**config.mk**
```make
export PLATFORM = sky130hd
export DESIGN_NAME = one_wire_bus_master
export DESIGN_NICKNAME = d
export VERILOG_FILES = /design/src/rtl/core/owb_pkg.sv /design/src/rtl/core/owb_cfg_regs.sv /design/src/rtl/core/owb_step.sv /design/src/rtl/core/one_wire_bus_master.sv
export SDC_FILE = /design/constraint.sdc
export NUM_CORES = 1
export LEC_CHECK = 0
export ABC_AREA = 1
export BUFFER_PORTS_ARGS = -buffer_cell sky130_fd_sc_hd__buf_2
export CORE_ASPECT_RATIO = 2
export CORE_UTILIZATION = 25
export DETAILED_ROUTE_END_ITERATION = 16
export PLACE_DENSITY = 0.44
export SYNTH_ARGS = -nofsm -noshare
export SYNTH_HDL_FRONTEND = slang
export SYNTH_SLANG_ARGS = --single-unit
```
**constraint.sdc**
```tcl
create_clock -name clk -period 3.96 [get_ports clk]
set_clock_uncertainty 0.2 [all_clocks]
set_input_delay 0.792 -clock clk [delete_from_list [all_inputs] [get_ports clk]]
set_output_delay 0.792 -clock clk [all_outputs]
set_load 0.05 [all_outputs]
```
**src/rtl/core/owb_pkg.sv**
```systemverilog
`timescale 1ns / 1ps
// ----------------------------------------------------------------------------
// owb_pkg: shared types and constants of the one-wire bus master
// Transaction payload types, phase and command codes, register indexes and
// register reset values.
// ----------------------------------------------------------------------------
package owb_pkg;

    localparam int CFG_W = 10;

    // Command codes carried in the action field.
    localparam logic [1:0] ACT_TICK  = 2'd0;
    localparam logic [1:0] ACT_RESET = 2'd1;
    localparam logic [1:0] ACT_WRITE = 2'd2;
    localparam logic [1:0] ACT_READ  = 2'd3;

    // Bus phase codes.
    localparam logic [3:0] PH_IDLE       = 4'd0;
    localparam logic [3:0] PH_RST_LOW    = 4'd1;
    localparam logic [3:0] PH_RST_WAIT   = 4'd2;
    localparam logic [3:0] PH_RST_REC    = 4'd3;
    localparam logic [3:0] PH_GUARD_PRE  = 4'd4;
    localparam logic [3:0] PH_SLOT_START = 4'd5;
    localparam logic [3:0] PH_W_HOLD     = 4'd6;
    localparam logic [3:0] PH_GUARD_POST = 4'd7;
    localparam logic [3:0] PH_R_DELAY    = 4'd8;
    localparam logic [3:0] PH_R_HOLD     = 4'd9;

    // Configuration register indexes.
    localparam logic [2:0] CFG_RESET_LOW     = 3'd0;
    localparam logic [2:0] CFG_PRESENCE_WAIT = 3'd1;
    localparam logic [2:0] CFG_RESET_REC     = 3'd2;
    localparam logic [2:0] CFG_SLOT_START    = 3'd3;
    localparam logic [2:0] CFG_SLOT_HOLD     = 3'd4;
    localparam logic [2:0] CFG_READ_SAMPLE   = 3'd5;
    localparam logic [2:0] CFG_GUARD         = 3'd6;

    // Register reset values in microseconds.
    localparam logic [CFG_W-1:0] RST_RESET_LOW     = 10'd500;
    localparam logic [CFG_W-1:0] RST_PRESENCE_WAIT = 10'd100;
    localparam logic [CFG_W-1:0] RST_RESET_REC     = 10'd400;
    localparam logic [CFG_W-1:0] RST_SLOT_START    = 10'd6;
    localparam logic [CFG_W-1:0] RST_SLOT_HOLD     = 10'd90;
    localparam logic [CFG_W-1:0] RST_READ_SAMPLE   = 10'd7;
    localparam logic [CFG_W-1:0] RST_GUARD         = 10'd10;

    typedef struct packed {
        logic [CFG_W-1:0] reset_low_time;
        logic [CFG_W-1:0] presence_wait_time;
        logic [CFG_W-1:0] reset_recovery_time;
        logic [CFG_W-1:0] slot_start_time;
        logic [CFG_W-1:0] slot_hold_time;
        logic [CFG_W-1:0] read_sample_delay;
        logic [CFG_W-1:0] guard_time;
    } cfg_t;

    typedef struct packed {
        logic [1:0] action;
        logic [7:0] data_byte;
        logic       line_level;
    } in_item_t;

    typedef struct packed {
        logic       drive_low;
        logic       busy_res;
        logic       done_res;
        logic       presence;
        logic [7:0] read_data;
    } out_item_t;

    // Bus engine state apart from the timer.
    typedef struct packed {
        logic [3:0] phase;
        logic [1:0] operation;
        logic [3:0] bit_count;
        logic [7:0] shift_byte;
        logic       presence_flag;
        logic       line_drive;
        logic [7:0] read_hold;
    } state_t;

endpackage

```
**src/rtl/core/owb_cfg_regs.sv**
```systemverilog
`timescale 1ns / 1ps
// ----------------------------------------------------------------------------
// owb_cfg_regs: timing register file
// Seven write-only timing registers with their reset values.
// ----------------------------------------------------------------------------
module owb_cfg_regs (
    input  logic                           clk,
    input  logic                           rst_n,
    input  logic                           cfg_we,
    input  logic [2:0]                     cfg_index,
    input  logic [owb_pkg::CFG_W-1:0]      cfg_data,
    output owb_pkg::cfg_t                  cfg
);
    import owb_pkg::*;

    cfg_t cfg_reg;
    cfg_t cfg_next;

    always_comb
    begin
        cfg_next = cfg_reg;
        if (cfg_we)
        begin
            case (cfg_index)
                CFG_RESET_LOW:     cfg_next.reset_low_time      = cfg_data;
                CFG_PRESENCE_WAIT: cfg_next.presence_wait_time  = cfg_data;
                CFG_RESET_REC:     cfg_next.reset_recovery_time = cfg_data;
                CFG_SLOT_START:    cfg_next.slot_start_time     = cfg_data;
                CFG_SLOT_HOLD:     cfg_next.slot_hold_time      = cfg_data;
                CFG_READ_SAMPLE:   cfg_next.read_sample_delay   = cfg_data;
                CFG_GUARD:         cfg_next.guard_time          = cfg_data;
                default:           cfg_next = cfg_reg;
            endcase
        end
    end

    always_ff @(posedge clk or negedge rst_n)
    begin
        if (!rst_n)
        begin
            cfg_reg.reset_low_time      <= RST_RESET_LOW;
            cfg_reg.presence_wait_time  <= RST_PRESENCE_WAIT;
            cfg_reg.reset_recovery_time <= RST_RESET_REC;
            cfg_reg.slot_start_time     <= RST_SLOT_START;
            cfg_reg.slot_hold_time      <= RST_SLOT_HOLD;
            cfg_reg.read_sample_delay   <= RST_READ_SAMPLE;
            cfg_reg.guard_time          <= RST_GUARD;
        end
        else
        begin
            cfg_reg <= cfg_next;
        end
    end

    assign cfg = cfg_reg;

endmodule

```
**src/rtl/core/owb_step.sv**
```systemverilog
`timescale 1ns / 1ps
// ----------------------------------------------------------------------------
// owb_step: next-state logic of the bus engine
// Applies one transaction to the engine state. Phases of zero length are
// resolved in closed form, so a chain of them finishes within one pass.
// ----------------------------------------------------------------------------
module owb_step #(
    parameter int TIMER_BITS = 10
) (
    input  owb_pkg::cfg_t           cfg,
    input  owb_pkg::in_item_t       item,
    input  owb_pkg::state_t         st,
    input  logic [TIMER_BITS-1:0]   time_left,
    output owb_pkg::state_t         st_next,
    output logic [TIMER_BITS-1:0]   time_left_next,
    output logic                    done
);
    import owb_pkg::*;

    localparam logic [16:0] TMAX = (17'd1 << TIMER_BITS) - 17'd1;

    // Durations above the timer range saturate to its maximum.
    function automatic logic [TIMER_BITS-1:0] clamp_time(input logic [CFG_W-1:0] v);
        logic [16:0] ext;
        ext = 17'(v);
        if (ext > TMAX)
            return TMAX[TIMER_BITS-1:0];
        else
            return ext[TIMER_BITS-1:0];
    endfunction

    logic             run;
    logic             stray;
    logic [2:0]       s;
    logic             rd;
    logic [CFG_W-1:0] dur [4];
    logic             found;
    logic [1:0]       j;
    logic             any_nz;
    logic [1:0]       j0;
    logic [1:0]       stop;
    logic             finished;
    logic [3:0]       m;
    logic [3:0]       w;
    logic [3:0]       bc1;
    logic [3:0]       rest;
    logic [3:0]       amt;
    logic [7:0]       sb_new;

    always_comb
    begin
        st_next        = st;
        time_left_next = time_left;
        done           = 1'b0;
        run            = 1'b0;
        stray          = 1'b0;
        s              = 3'd0;

        // Where a phase has ended, s is the slot position from which the
        // search for the next phase with time on it starts.
        if (item.action == ACT_TICK)
        begin
            if (st.phase != PH_IDLE)
            begin
                if (time_left != '0)
                    time_left_next = time_left - TIMER_BITS'(1);
                if (time_left_next == '0)
                begin
                    run = 1'b1;
                    case (st.phase)
                        PH_RST_LOW:    s = 3'd1;
                        PH_RST_WAIT:   s = 3'd2;
                        PH_RST_REC:    s = 3'd3;
                        PH_GUARD_PRE:  s = 3'd1;
                        PH_SLOT_START: s = 3'd2;
                        PH_W_HOLD:     s = 3'd3;
                        PH_R_DELAY:    s = 3'd3;
                        PH_GUARD_POST: s = 3'd4;
                        PH_R_HOLD:     s = 3'd4;
                        default:       stray = 1'b1;
                    endcase
                end
            end
        end
        else if (st.phase == PH_IDLE)
        begin
            run                = 1'b1;
            st_next.operation  = item.action;
            st_next.bit_count  = 4'd0;
            st_next.shift_byte = (item.action == ACT_WRITE) ? item.data_byte : 8'd0;
        end

        rd = (st_next.operation == ACT_READ);

        if (st_next.operation == ACT_RESET)
        begin
            dur[0] = cfg.reset_low_time;
            dur[1] = cfg.presence_wait_time;
            dur[2] = cfg.reset_recovery_time;
            dur[3] = '0;
        end
        else
        begin
            dur[0] = cfg.guard_time;
            dur[1] = cfg.slot_start_time;
            dur[2] = rd ? cfg.read_sample_delay : cfg.slot_hold_time;
            dur[3] = rd ? cfg.slot_hold_time : cfg.guard_time;
        end

        found  = 1'b0;
        j      = 2'd0;
        any_nz = 1'b0;
        j0     = 2'd0;
        for (int k = 0; k < 4; k++)
        begin
            if (!found && (k >= int'(s)) && (dur[k] != '0))
            begin
                found = 1'b1;
                j     = 2'(k);
            end
            if (!any_nz && (dur[k] != '0))
            begin
                any_nz = 1'b1;
                j0     = 2'(k);
            end
        end

        // Slot bookkeeping: m bits sampled, w bits shifted out.
        finished = 1'b0;
        m        = 4'd0;
        w        = 4'd0;
        stop     = j;
        bc1      = st_next.bit_count + 4'd1;
        rest     = 4'd8 - bc1;
        if (found)
        begin
            m = {3'd0, rd && (s <= 3'd3) && (j > 2'd2)};
        end
        else
        begin
            m = {3'd0, rd && (s <= 3'd3)};
            w = {3'd0, !rd};
            if (bc1 >= 4'd8)
            begin
                finished = 1'b1;
            end
            else if (any_nz)
            begin
                m    = m + {3'd0, rd && (j0 > 2'd2)};
                stop = j0;
            end
            else
            begin
                // Every remaining slot is of zero length.
                finished = 1'b1;
                if (rd)
                    m = m + rest;
                else
                    w = w + rest;
            end
        end
        amt    = rd ? m : w;
        sb_new = (st_next.shift_byte >> amt)
               | ((rd && item.line_level) ? ~(8'hFF >> amt) : 8'h00);

        if (run)
        begin
            if (stray)
            begin
                st_next.phase      = PH_IDLE;
                st_next.line_drive = 1'b0;
                time_left_next     = '0;
                done               = 1'b1;
            end
            else if (st_next.operation == ACT_RESET)
            begin
                if ((s <= 3'd2) && (!found || j > 2'd1))
                    st_next.presence_flag = !item.line_level;
                if (found && j != 2'd3)
                begin
                    case (j)
                        2'd0:    st_next.phase = PH_RST_LOW;
                        2'd1:    st_next.phase = PH_RST_WAIT;
                        default: st_next.phase = PH_RST_REC;
                    endcase
                    st_next.line_drive = (j == 2'd0);
                    time_left_next     = clamp_time(dur[j]);
                end
                else
                begin
                    st_next.phase      = PH_IDLE;
                    st_next.line_drive = 1'b0;
                    time_left_next     = '0;
                    done               = 1'b1;
                end
            end
            else
            begin
                st_next.shift_byte = sb_new;
                if (finished)
                begin
                    st_next.bit_count  = 4'd8;
                    st_next.phase      = PH_IDLE;
                    st_next.line_drive = 1'b0;
                    time_left_next     = '0;
                    done               = 1'b1;
                    if (rd)
                        st_next.read_hold = sb_new;
                end
                else
                begin
                    if (!found)
                        st_next.bit_count = bc1;
                    case (stop)
                        2'd0:    st_next.phase = PH_GUARD_PRE;
                        2'd1:    st_next.phase = PH_SLOT_START;
                        2'd2:    st_next.phase = rd ? PH_R_DELAY : PH_W_HOLD;
                        default: st_next.phase = rd ? PH_R_HOLD : PH_GUARD_POST;
                    endcase
                    st_next.line_drive = (stop == 2'd1)
                                       || ((stop == 2'd2) && !rd && !sb_new[0]);
                    time_left_next     = clamp_time(dur[stop]);
                end
            end
        end
    end

endmodule

```
**src/rtl/core/one_wire_bus_master.sv**
```systemverilog
`timescale 1ns / 1ps
// ----------------------------------------------------------------------------
// one_wire_bus_master: open-drain one-wire bus master
// Reset pulse with presence detect, byte write and byte read, timed by
// one-microsecond tick transactions.
// ----------------------------------------------------------------------------
// Usage: the command channel (cmd_valid, cmd_stall, cmd_item) carries one
// transaction per cycle unless stalled: a tick each microsecond, or a reset,
// write-byte or read-byte command. A command during an operation is ignored.
// The result channel (res_valid, res_stall, res_item) returns exactly one
// transaction per command transaction: the line drive, busy, a done flag on
// the transaction that completes an operation, the presence flag of the last
// reset and the byte of the last completed read.
// A result passes through the input register and then the result register;
// one transaction is taken per cycle while cmd_stall is low. The step logic
// resolves a whole chain of zero-length phases in one pass through the input
// and result registers. When the receiver stalls, the result register holds
// its transaction and one more transaction waits in the input register;
// after that cmd_stall is raised. Reset returns the engine to idle with the
// line released, and loads the timing registers with their default values.
// The user is to write the timing registers through cfg_we, cfg_index and
// cfg_data only while the block is idle; the block does not enforce this.
// ----------------------------------------------------------------------------
module one_wire_bus_master #(
    parameter int TIMER_BITS = 10
) (
    input  logic                       clk,
    input  logic                       rst_n,
    input  logic                       cmd_valid,
    output logic                       cmd_stall,
    input  owb_pkg::in_item_t          cmd_item,
    output logic                       res_valid,
    input  logic                       res_stall,
    output owb_pkg::out_item_t         res_item,
    input  logic                       cfg_we,
    input  logic [2:0]                 cfg_index,
    input  logic [owb_pkg::CFG_W-1:0]  cfg_data
);
    import owb_pkg::*;

    cfg_t                  cfg;

    // Input register: one accepted transaction waiting for the step logic.
    logic                  cmd_valid_reg;
    in_item_t              cmd_reg;

    // Engine state.
    state_t                state_reg;
    state_t                state_next;
    logic [TIMER_BITS-1:0] time_left_reg;
    logic [TIMER_BITS-1:0] time_left_next;
    logic                  done;

    // Result register.
    logic                  res_valid_reg;
    out_item_t             res_reg;

    logic                  advance;
    logic                  accept;

    owb_cfg_regs u_cfg (
        .clk       (clk),
        .rst_n     (rst_n),
        .cfg_we    (cfg_we),
        .cfg_index (cfg_index),
        .cfg_data  (cfg_data),
        .cfg       (cfg)
    );

    owb_step #(
        .TIMER_BITS (TIMER_BITS)
    ) u_step (
        .cfg            (cfg),
        .item           (cmd_reg),
        .st             (state_reg),
        .time_left      (time_left_reg),
        .st_next        (state_next),
        .time_left_next (time_left_next),
        .done           (done)
    );

    // The waiting transaction moves on whenever the result register is free
    // or is being emptied in this cycle.
    assign advance   = cmd_valid_reg && (!res_valid_reg || !res_stall);
    assign cmd_stall = cmd_valid_reg && !advance;
    assign accept    = cmd_valid && !cmd_stall;

    always_ff @(posedge clk or negedge rst_n)
    begin
        if (!rst_n)
        begin
            cmd_valid_reg <= 1'b0;
            res_valid_reg <= 1'b0;
            state_reg     <= '0;
            time_left_reg <= '0;
        end
        else
        begin
            if (accept)
                cmd_valid_reg <= 1'b1;
            else if (advance)
                cmd_valid_reg <= 1'b0;

            if (advance)
            begin
                res_valid_reg <= 1'b1;
                state_reg     <= state_next;
                time_left_reg <= time_left_next;
            end
            else if (!res_stall)
            begin
                res_valid_reg <= 1'b0;
            end
        end
    end

    always_ff @(posedge clk)
    begin
        if (accept)
            cmd_reg <= cmd_item;
        if (advance)
        begin
            res_reg.drive_low <= state_next.line_drive;
            res_reg.busy_res  <= (state_next.phase != PH_IDLE);
            res_reg.done_res  <= done;
            res_reg.presence  <= state_next.presence_flag;
            res_reg.read_data <= state_next.read_hold;
        end
    end

    assign res_valid = res_valid_reg;
    assign res_item  = res_reg;

endmodule

```
=== Word level (Yosys, flattened, before mapping) ===
Index checks and enable logic that the tools add are counted.

* Flip-flop bits (word level): 133
* Word-level logic and storage cells: 233

* $add $sub $neg: 6
* Order comparisons: 12
* Eq/ne operators: 23
* Shift-type cells: 2
* Mux-type cells: 94
* Bitwise gates (word level): 4
* Reductions and logical operators: 67

{| class="wikitable"
|+ Operators by type and width
! cell !! number
|-
| $mux W10 || 16
|-
| $mux W4 || 15
|-
| $reduce_bool A10 Y1 || 5
|-
| $mux W8 || 6
|-
| $bmux W10 S2 || 2
|-
| $mux W40 || 1
|-
| $mux W1 || 35
|-
| $mux W14 || 2
|-
| $mux W22 || 1
|-
| $logic_and A1 B1 Y1 || 21
|-
| $eq A4 B3 Y1 const B || 4
|-
| $mux W2 || 8
|-
| $logic_not A1 Y1 || 14
|-
| $reduce_and A2 Y1 || 7
|-
| $mux W13 || 1
|-
| $mux W12 || 1
|-
| $pmux W3 S4 || 1
|-
| $pmux W4 S3 || 1
|-
| $logic_not A10 Y1 || 1
|-
| $sub A10 B1 Y10 const B || 1
|-
| $eq A3 B3 Y1 const B || 3
|-
| $mux W3 || 3
|-
| $reduce_or A9 Y1 || 1
|-
| $add A1 B4 Y4 || 2
|-
| 34 further kinds || 56
|}

=== Longest topological paths before layout ===
Gate-level depths: netlist of the first run.

* Depth in word-level cells: 38
* Depth in mapped cells: 30
* Depth with buffers taken out: 30

=== Modules after synthesis ===
Synthesis of the first run repeated with hierarchy kept, for this count alone.

* Cells, all modules: 1334
* Area, all modules: 9117.5 um^2

{| class="wikitable"
|+ By module, submodules not included
! module !! instances !! cells each !! area each (um^2) !! sequential area each (um^2)
|-
| owb_step || 1 || 819 || 4006.3 || 0.0
|-
| owb_cfg_regs || 1 || 313 || 2820.2 || 1780.5
|-
| one_wire_bus_master || 1 || 202 || 2290.9 || 1691.6
|}

=== Worst setup path before layout of the first run ===
OpenSTA, ideal clock, no wires.

* Path type: register to register
* Start point: reg time_left_reg[0]
* End point: reg state_reg[16] in the netlist's numbering
* Library setup time: 0.133 ns
* Arrival time: 3.515 ns
* Data required time: 3.627 ns
* Path slack: 0.112 ns
* Cell stages (with the launch flop): 29
* Clock period less this slack: 3.848 ns
* Path through: dfrtp_1 inv_1 ha_1 nand2_1 nor2_2 nand2_1 buf_2 nand2_1 nand2_1 nand2_1 nand3_1 nor2_1 nand2_1 nand2_1 inv_1 ha_1 ha_1 mux2i_1 xor2_1 nand2_1 inv_1 nor2_4 inv_1 nor2_1 nand3_1 o21ai_1 nand2_1 o211ai_1 o21ai_0

* Cells in the longest elaborated chain, start to end: 34

{| class="wikitable"
|+ Ends and longest elaborated chain
! what !! line !! RTL
|-
| start, declared || one_wire_bus_master.sv:50 || <nowiki>logic [TIMER_BITS-1:0] time_left_reg;</nowiki>
|-
| start signal, assigned || one_wire_bus_master.sv:108 || <nowiki>time_left_reg <= time_left_next;</nowiki>
|-
| $sub A10 B1 Y10 or $reduce_bool A10 Y1 (tied branches) || owb_step.sv:66, owb_step.sv:65 ||
|-
| $mux W10 * || owb_step.sv:65 || <nowiki>if (time_left != '0)</nowiki>
|-
| $mux W10 * || owb_step.sv:63 || <nowiki>if (st.phase != PH_IDLE)</nowiki>
|-
| $mux W10 * || owb_step.sv:61 || <nowiki>if (item.action == ACT_TICK)</nowiki>
|-
| $logic_not A10 Y1 * || owb_step.sv:67 || <nowiki>if (time_left_next == '0)</nowiki>
|-
| $mux W3 || owb_step.sv:67 ||
|-
| $mux W3 || owb_step.sv:63 ||
|-
| $mux W3 || owb_step.sv:61 ||
|-
| [... 18 more ...] || n/a ||
|-
| $mux W4 || owb_step.sv:162 || <nowiki>amt = rd ? m : w;</nowiki>
|-
| $shr A8 B4 Y8 || owb_step.sv:164 || <nowiki>| ((rd && item.line_level) ? ~(8'hFF >> amt) : 8'h00);</nowiki>
|-
| $not A8 Y8 || owb_step.sv:164 ||
|-
| $mux W8 || owb_step.sv:164 ||
|-
| $or A8 B8 Y8 || owb_step.sv:164 ||
|-
| $mux W12 || owb_step.sv:175 || <nowiki>else if (st_next.operation == ACT_RESET)</nowiki>
|-
| $mux W13 || owb_step.sv:168 || <nowiki>if (stray)</nowiki>
|-
| $mux W22 * || owb_step.sv:166 || <nowiki>if (run)</nowiki>
|-
| end signal, assigned || one_wire_bus_master.sv:107 || <nowiki>state_reg <= state_next;</nowiki>
|-
| end, declared || one_wire_bus_master.sv:48 || <nowiki>state_t state_reg;</nowiki>
|}

Every way passes the cells marked *; elsewhere a longest branch is shown, timed or not. The select of a mux whose other input is x is not followed.
A chain may end at the register's enable or synchronous reset.

==> reports/qor.csv, run 1 <==
stage,metric,value,unit
place,place_congestion,0.924,
synth,yosys.area.top_type,dfrtp_1,
synth,async_flop_share,0.827,
sta,fmax,240,MHz
route,vias_per_cell,4.67,
clocking,cts.clk_slew.worst_paths,60,ps
clocking,cts_max_level,4,
place,placed_area,0.0110,mm2
sta,tightest_slew,832,ps
place,dp.cells,1889,
worst_setup_path,cp_max_fo,9,
synth,syn_area,0.00874,mm2
route,ant_nets,0,
power_and_ir_drop,finalPower,5.12,mW
worst_setup_path,required,3970,ps
synth,netlist.area_leader.share,0.249,
power_and_ir_drop,leakage,6.23,nW
sta,setup_viol_count_final,33,
sta,finalCritPeriodShare,1.05,
floorplan,core_region_area,0.0344,mm2
global_route,antenna_found_initial,0,
status,status,"finished, violations left",
floorplan,ios,43,
synth,ys_seq_area_frac,0.397,
finish,drive_above_1_share,0.337,
floorplan,die_height,266,um
route,num_vias,9139,
sta,period_minus_slack,4160,ps
synth,yosysUniqueCellTypes,55,
route,dr.pass1.iters,5,
finish,diodes,0,
place,hpwl,27500,um
place,dp_slack,-410,ps
synth,ys_warn_count,0,
clocking,cts_max_path_buffers,2,
global_route,grt_max_degree,53,
worst_setup_path,start_kind,register,
finish,stdcell_count,1955,
worst_setup_path,worstSetupPathType,reg -> reg,
synth,synthTopCellsByArea,"dfrtp_1 (25%), nand2_1 (15%), edfxtp_1 (7.9%), o21ai_0 (7.7%), dfstp_2 (6.9%)",
clocking,root_buffer,clkbuf_16,
sta,final_hold_viol_count,0,
global_route,grt-ovfl-total,0,
worst_setup_path,cp-end-kind,register,
worst_setup_path,path_delay_family,simple AND/OR/NAND/NOR gates,
synth,ys_ff_latch,133,
sta,slew-limit-headroom,0.444,
clocking,clock_latency,460,ps
finish,fin_area,0.0125,mm2
clocking,numCtsBuffers,17,
finish,largest_reg_flops,70,
finish,finish.utilization,0.363,
route,drt_wl_total,34800,um
global_route,grt_pass1_wl,53300,um
floorplan,design.die.area,0.0358,mm2
synth,synth_edf_count,23,
worst_setup_path,cp_slowest_stage_delay,410,ps
route,wire_per_inst,17.8,um
finish,final_common_cell,nand2_1,
worst_hold_path,hold_class,in -> async,
global_route,grt_use_total,0.203,
synth,synth-main-ff-cell,dfrtp_1,
power_and_ir_drop,pwr_density_cell,410,mW/mm2
floorplan,dieWidth,134,um
clocking,clkSinkCount,133,
worst_setup_path,cpMostUsedCell,nand2_1,
sta,final.setup.worst_slack,-202,ps
worst_setup_path,rrSetupSlack,-200,ps
finish,layout.nets,1537,
status,violations,setup timing,
floorplan,std_cell_rows,96,
floorplan,start_util,0.255,
finish,areaGrowthSynthToFinish,42.7,%
sta,rsz0062_at_grt,true,
worst_setup_path,arrival,4170,ps
sta,final_max_slew_viol_count,0,
clocking,cts_tree,yes,
synth,synth_nets,1266,
finish,layout_common_cells,"nand2_1 (327), buf_4 (235), inv_1 (143)",
power_and_ir_drop,ir_drop,0.330,mV
worst_setup_path,cp_slowest_cell,dfrtp_1,
place,io_buffer_count,42,
synth,syn_inst,1230,
route,drc,0,
route,initialDrtViolationCount,372,
run,max_cap_viol_count,0,
synth,syn_avg_cell_area,7.11,um2
worst_setup_path,cp_num_buf_inv,5,
global_route,grt_pass1_vias,9546,
==> synthesized netlist by cell type (13+ instances only) <==
library cell  instances
o22ai_1              17
a21oi_1              34
o21ai_1              27
edfxtp_1             23
clkbuf_1             21
buf_2                13
dfstp_2              23
dfrtp_1              87
nand3_1              80
inv_2                15
nand2_2              14
o21ai_0             134
inv_1               146
nor2_1               96
nand2_1             351
nand3b_1             16
==> final timing paths <==
kind	cells after the start	to	start
worst max-delay path	26	res_item[11]	state_reg[24]
max in group asynchronous	2	state_reg[26]	rst_n
worst max register to register	26	res_item[11]	state_reg[24]
min in group clk	2	state_reg[3]	state_reg[3]
worst min-delay path	1	time_left_reg[6]	rst_n
worst min register to register	2	state_reg[3]	state_reg[3]
==> what timing repair did <==
action                                  4_1_cts  5_1_grt
hold endpoints to repair                      0        0
cloned                                        4        0
pin swaps                                    24       37
setup buffers                                18       12
hold buffers                                  0        0
endpoints found under the setup margin       39       42
gates resized for setup                      85       44
==> cells by family after synthesis <==
| logic type | after synthesis | synth area share |
|---|---|---|
| flip-flops | 133 | 0.397 |
| AO/OA/AOI/OAI | 264 | 0.171 |
| AND/OR/NAND/NOR | 609 | 0.314 |
| buffers and inverters | 210 | 0.101 |
| XOR/XNOR | 6 | 0.00601 |
| adder cells (fa/ha/maj) | 7 | 0.0100 |
| multiplexers | 1 | 0.00114 |
==> final cells by class <==
| cell class | instances | area (um2) |
|---|---|---|
| multi-input cells | 888 | 4840 |
| repair buffers | 297 | 2360 |
| fillers | 3720 | 21900 |
| flip-flops and latches | 133 | 3470 |
| inverters | 164 | 622 |
| clock inverters | 15 | 215 |
| well taps | 441 | 552 |
| clock buffers | 17 | 425 |
==> power by group <==
group	internal [mW]	switching (mW)
clock network	1.07	0.701
registers	1.65	0.124
logic	0.640	0.935
total	3.36	1.76
==> layer usage <==
layer | track usage | routed length, um | vias up
li1 | - | - | 4568
met4 | 0.183 | 3190 | 0
met2 | 0.411 | 20300 | 187
met5 | 0 | 0 | -
met1 | 0.161 | 10600 | 4260
met3 | 0.0296 | 706 | 124
==> metrics by stage <==
stage	hold slack (ps)	TNS (ps)
finish	105	-2800
global route	126	-11500
CTS	116	-557
detailed placement	263	-9120
global placement	258	-7440
floorplan	242	0
(Power assumes the default switching activity.)
==> run 2, diff against run 1 <==
--- a/config.mk
+++ b/config.mk
@@ -9,4 +9,5 @@
 export BUFFER_PORTS_ARGS = -buffer_cell sky130_fd_sc_hd__buf_2
 export CORE_ASPECT_RATIO = 2
+export CORE_MARGIN = 8
 export CORE_UTILIZATION = 25
 export DETAILED_ROUTE_END_ITERATION = 16
==> constraint.sdc (replaced) <==
create_clock -name clk -period 3.96 [get_ports clk]
set_clock_uncertainty 0.2 [all_clocks]
set_input_delay 0.396 -clock clk [delete_from_list [all_inputs] [get_ports clk]]
set_output_delay 0.396 -clock clk [all_outputs]
set_load 0.05 [all_outputs]
==> reports/qor.csv, run 2 (same netlist as run 1, synthesis figures left out) <==
stage,metric,value,unit,change
status,status,"finished, violations left",,
status,violations,setup timing,,
global_route,grt-ovfl-total,0,,unchanged
sta,period_minus_slack,4040,ps,-121 ps
clocking,numCtsBuffers,17,,unchanged
finish,layout.nets,1546,,+0.59%
power_and_ir_drop,ir_drop,0.400,mV,+21%
finish,finish.utilization,0.373,,+0.00938
route,initialDrtViolationCount,503,,+35%
global_route,grt_max_degree,64,,+21%
global_route,antenna_found_initial,0,,unchanged
global_route,grt_pass1_vias,9439,,-1.1%
sta,rsz0062_at_grt,true,,
clocking,clock_latency,440,ps,-20 ps
worst_setup_path,cp_max_fo,8,,-1
sta,hold_slack,34.6,ps,-70.4 ps
clocking,cts.clk_slew.worst_paths,60,ps,about the same
global_route,grt_use_total,0.159,,-0.0441
clocking,root_buffer,clkbuf_16,,
worst_hold_path,worst_hold_path.endpoint,res_valid,,
floorplan,design.die.area,0.0416,mm2,+16%
global_route,grt_pass1_wl,52000,um,-2.3%
sta,fmax,247,MHz,+3.0%
worst_setup_path,cp_slowest_cell,dfrtp_1,,
worst_setup_path,required,3950,ps,-20 ps
clocking,cts_tree,yes,,
clocking,cts_max_level,4,,unchanged
power_and_ir_drop,leakage,6.38,nW,+2.4%
worst_setup_path,cp-end-kind,register,,
route,ant_nets,0,,unchanged
route,vias_per_cell,4.66,,-0.32%
clocking,clkSinkCount,133,,unchanged
worst_setup_path,rr_startpoint,state_reg[26],,
power_and_ir_drop,pwr_density_cell,390,mW/mm2,-4.8%
place,hpwl,23500,um,-15%
finish,layout_common_cells,"nand2_1 (308), buf_4 (216), inv_1 (138)",,
clocking,cts_max_path_buffers,2,,unchanged
finish,n_fill_cell,3694,,-0.70%
run,max_cap_viol_count,0,,unchanged
power_and_ir_drop,finalPower,5.05,mW,-1.3%
route,drc,0,,unchanged
route,num_vias,9170,,+0.34%
route,drt_wl_total,32100,um,-7.7%
sta,setup_viol_count_final,14,,-58%
finish,largest_reg_flops,70,,unchanged
finish,stdcell_count,1968,,+0.66%
worst_setup_path,rr_endpoint,res_item[3],,
worst_setup_path,arrival,4040,ps,-130 ps
sta,finalCritPeriodShare,1.02,,-0.0305
finish,seqCellArea,0.00347,mm2,unchanged
floorplan,start_util,0.252,,-0.00262
sta,tightest_slew,862,ps,+29.3 ps
finish,drive_above_1_share,0.365,,+0.0282
floorplan,core_region_area,0.0347,mm2,+1.0%
finish,final_common_cell,nand2_1,,
worst_hold_path,holdCritStartpoint,res_stall,,
worst_setup_path,rrSetupSlack,-80,ps,+120 ps
worst_hold_path,hold_path_depth,3,,
sta,final_max_slew_viol_count,0,,unchanged
worst_setup_path,reg2reg_depth,28,,+7.7%
floorplan,die_height,280,um,+5.3%
sta,slew-limit-headroom,0.426,,-0.0180
worst_setup_path,worstSetupPathType,reg -> reg,,
worst_setup_path,cpMostUsedCell,nand2_2,,
floorplan,ios,43,,unchanged
place,dp.cells,1860,,-1.5%
place,io_buffer_count,42,,unchanged
finish,multi_input_area,0.00513,mm2,+6.1%
sta,final_hold_viol_count,0,,unchanged
route,dr.pass1.iters,6,,+1
finish,diodes,0,,unchanged
worst_setup_path,cp_slowest_stage_delay,400,ps,about the same
floorplan,std_cell_rows,97,,+1.0%
finish,areaGrowthSynthToFinish,47.9,%,
route,wire_per_inst,16.3,um,-8.3%
place,dp_slack,-377,ps,+32.1 ps
floorplan,dieWidth,148,um,+10%
worst_setup_path,start_kind,register,,
worst_hold_path,hold_class,in -> reg,,
sta,final.setup.worst_slack,-81.3,ps,+121 ps
place,place_congestion,0.902,,-2.4%
run 2: cell count changes in the layout (fill, tap and decap cells not counted), sizes merged:
cell / change
clkinvlp: -1
bufinv: -2
clkbuf: +2
dlygate4sd3: +12
nor2: -1
inv: +1
bufbuf: -1
buf: -2
nand2: +1
run 2: critical path: cells and delay by family (launching register included):
family | cells | cell delay, ps
AOI/OAI and AO/OA | 2 | 230
buffers and inverters | 6 | 760
DFF | 1 | 400
and+or+nand+nor | 20 | 2190
run 2: metrics by stage:
step           TNS, ps  instance area [um2]
6_report          -622                12900
5_1_grt          -8570                12900
4_1_cts           -823                12400
3_5_place_dp     -7500                10700
3_3_place_gp     -9270                10700
2_1_floorplan        0                 8740
run 2: area by class of cell:
cell class	count	area share
multi-input cells	888	0.397
flip-flops and latches	133	0.268
repair buffers	306	0.198
inverters	164	0.0488
well taps	445	0.0430
clock buffers	19	0.0342
clock inverters	13	0.0111
run 2: worst max path at each step:
stage / start / end / slack [ps]
2_1_floorplan: time_left_reg[0] / state_reg[16] / 110
3_3_place_gp: state_reg[24] / res_item[0] / -430
3_5_place_dp: state_reg[24] / res_item[3] / -380
4_1_cts: state_reg[25] / res_item[1] / -90
5_1_grt: state_reg[24] / res_item[0] / -330
6_report: state_reg[26] / res_item[3] / -80
run 2: layer usage:
layer,GRT usage,routed length (um),share of wire,vias to the layer above
met3,0.0275,1010,0.031,47
met2,0.271,16000,0.50,197
met5,0,0,0,-
met4,0.0597,829,0.026,0
met1,0.196,14300,0.44,4341
li1,-,-,-,4585
run 2: power by group:
part / leakage (nW) / total [mW] / switching [mW] / internal (mW)
Clock: 0.296 / 1.59 / 0.642 / 0.953
Combinational: 4.55 / 1.68 / 0.976 / 0.707
Sequential: 1.53 / 1.77 / 0.125 / 1.65
Total: 6.37 / 5.05 / 1.74 / 3.31
run 2: timing repair:
action / CTS / global route
gates cloned: 9 / 0
gates resized for setup: 112 / 128
pin swaps: 24 / 66
hold endpoints to repair: 57 / 0
hold buffers: 12 / 0
buffers inserted: 39 / 18
setup endpoints to repair: 38 / 40
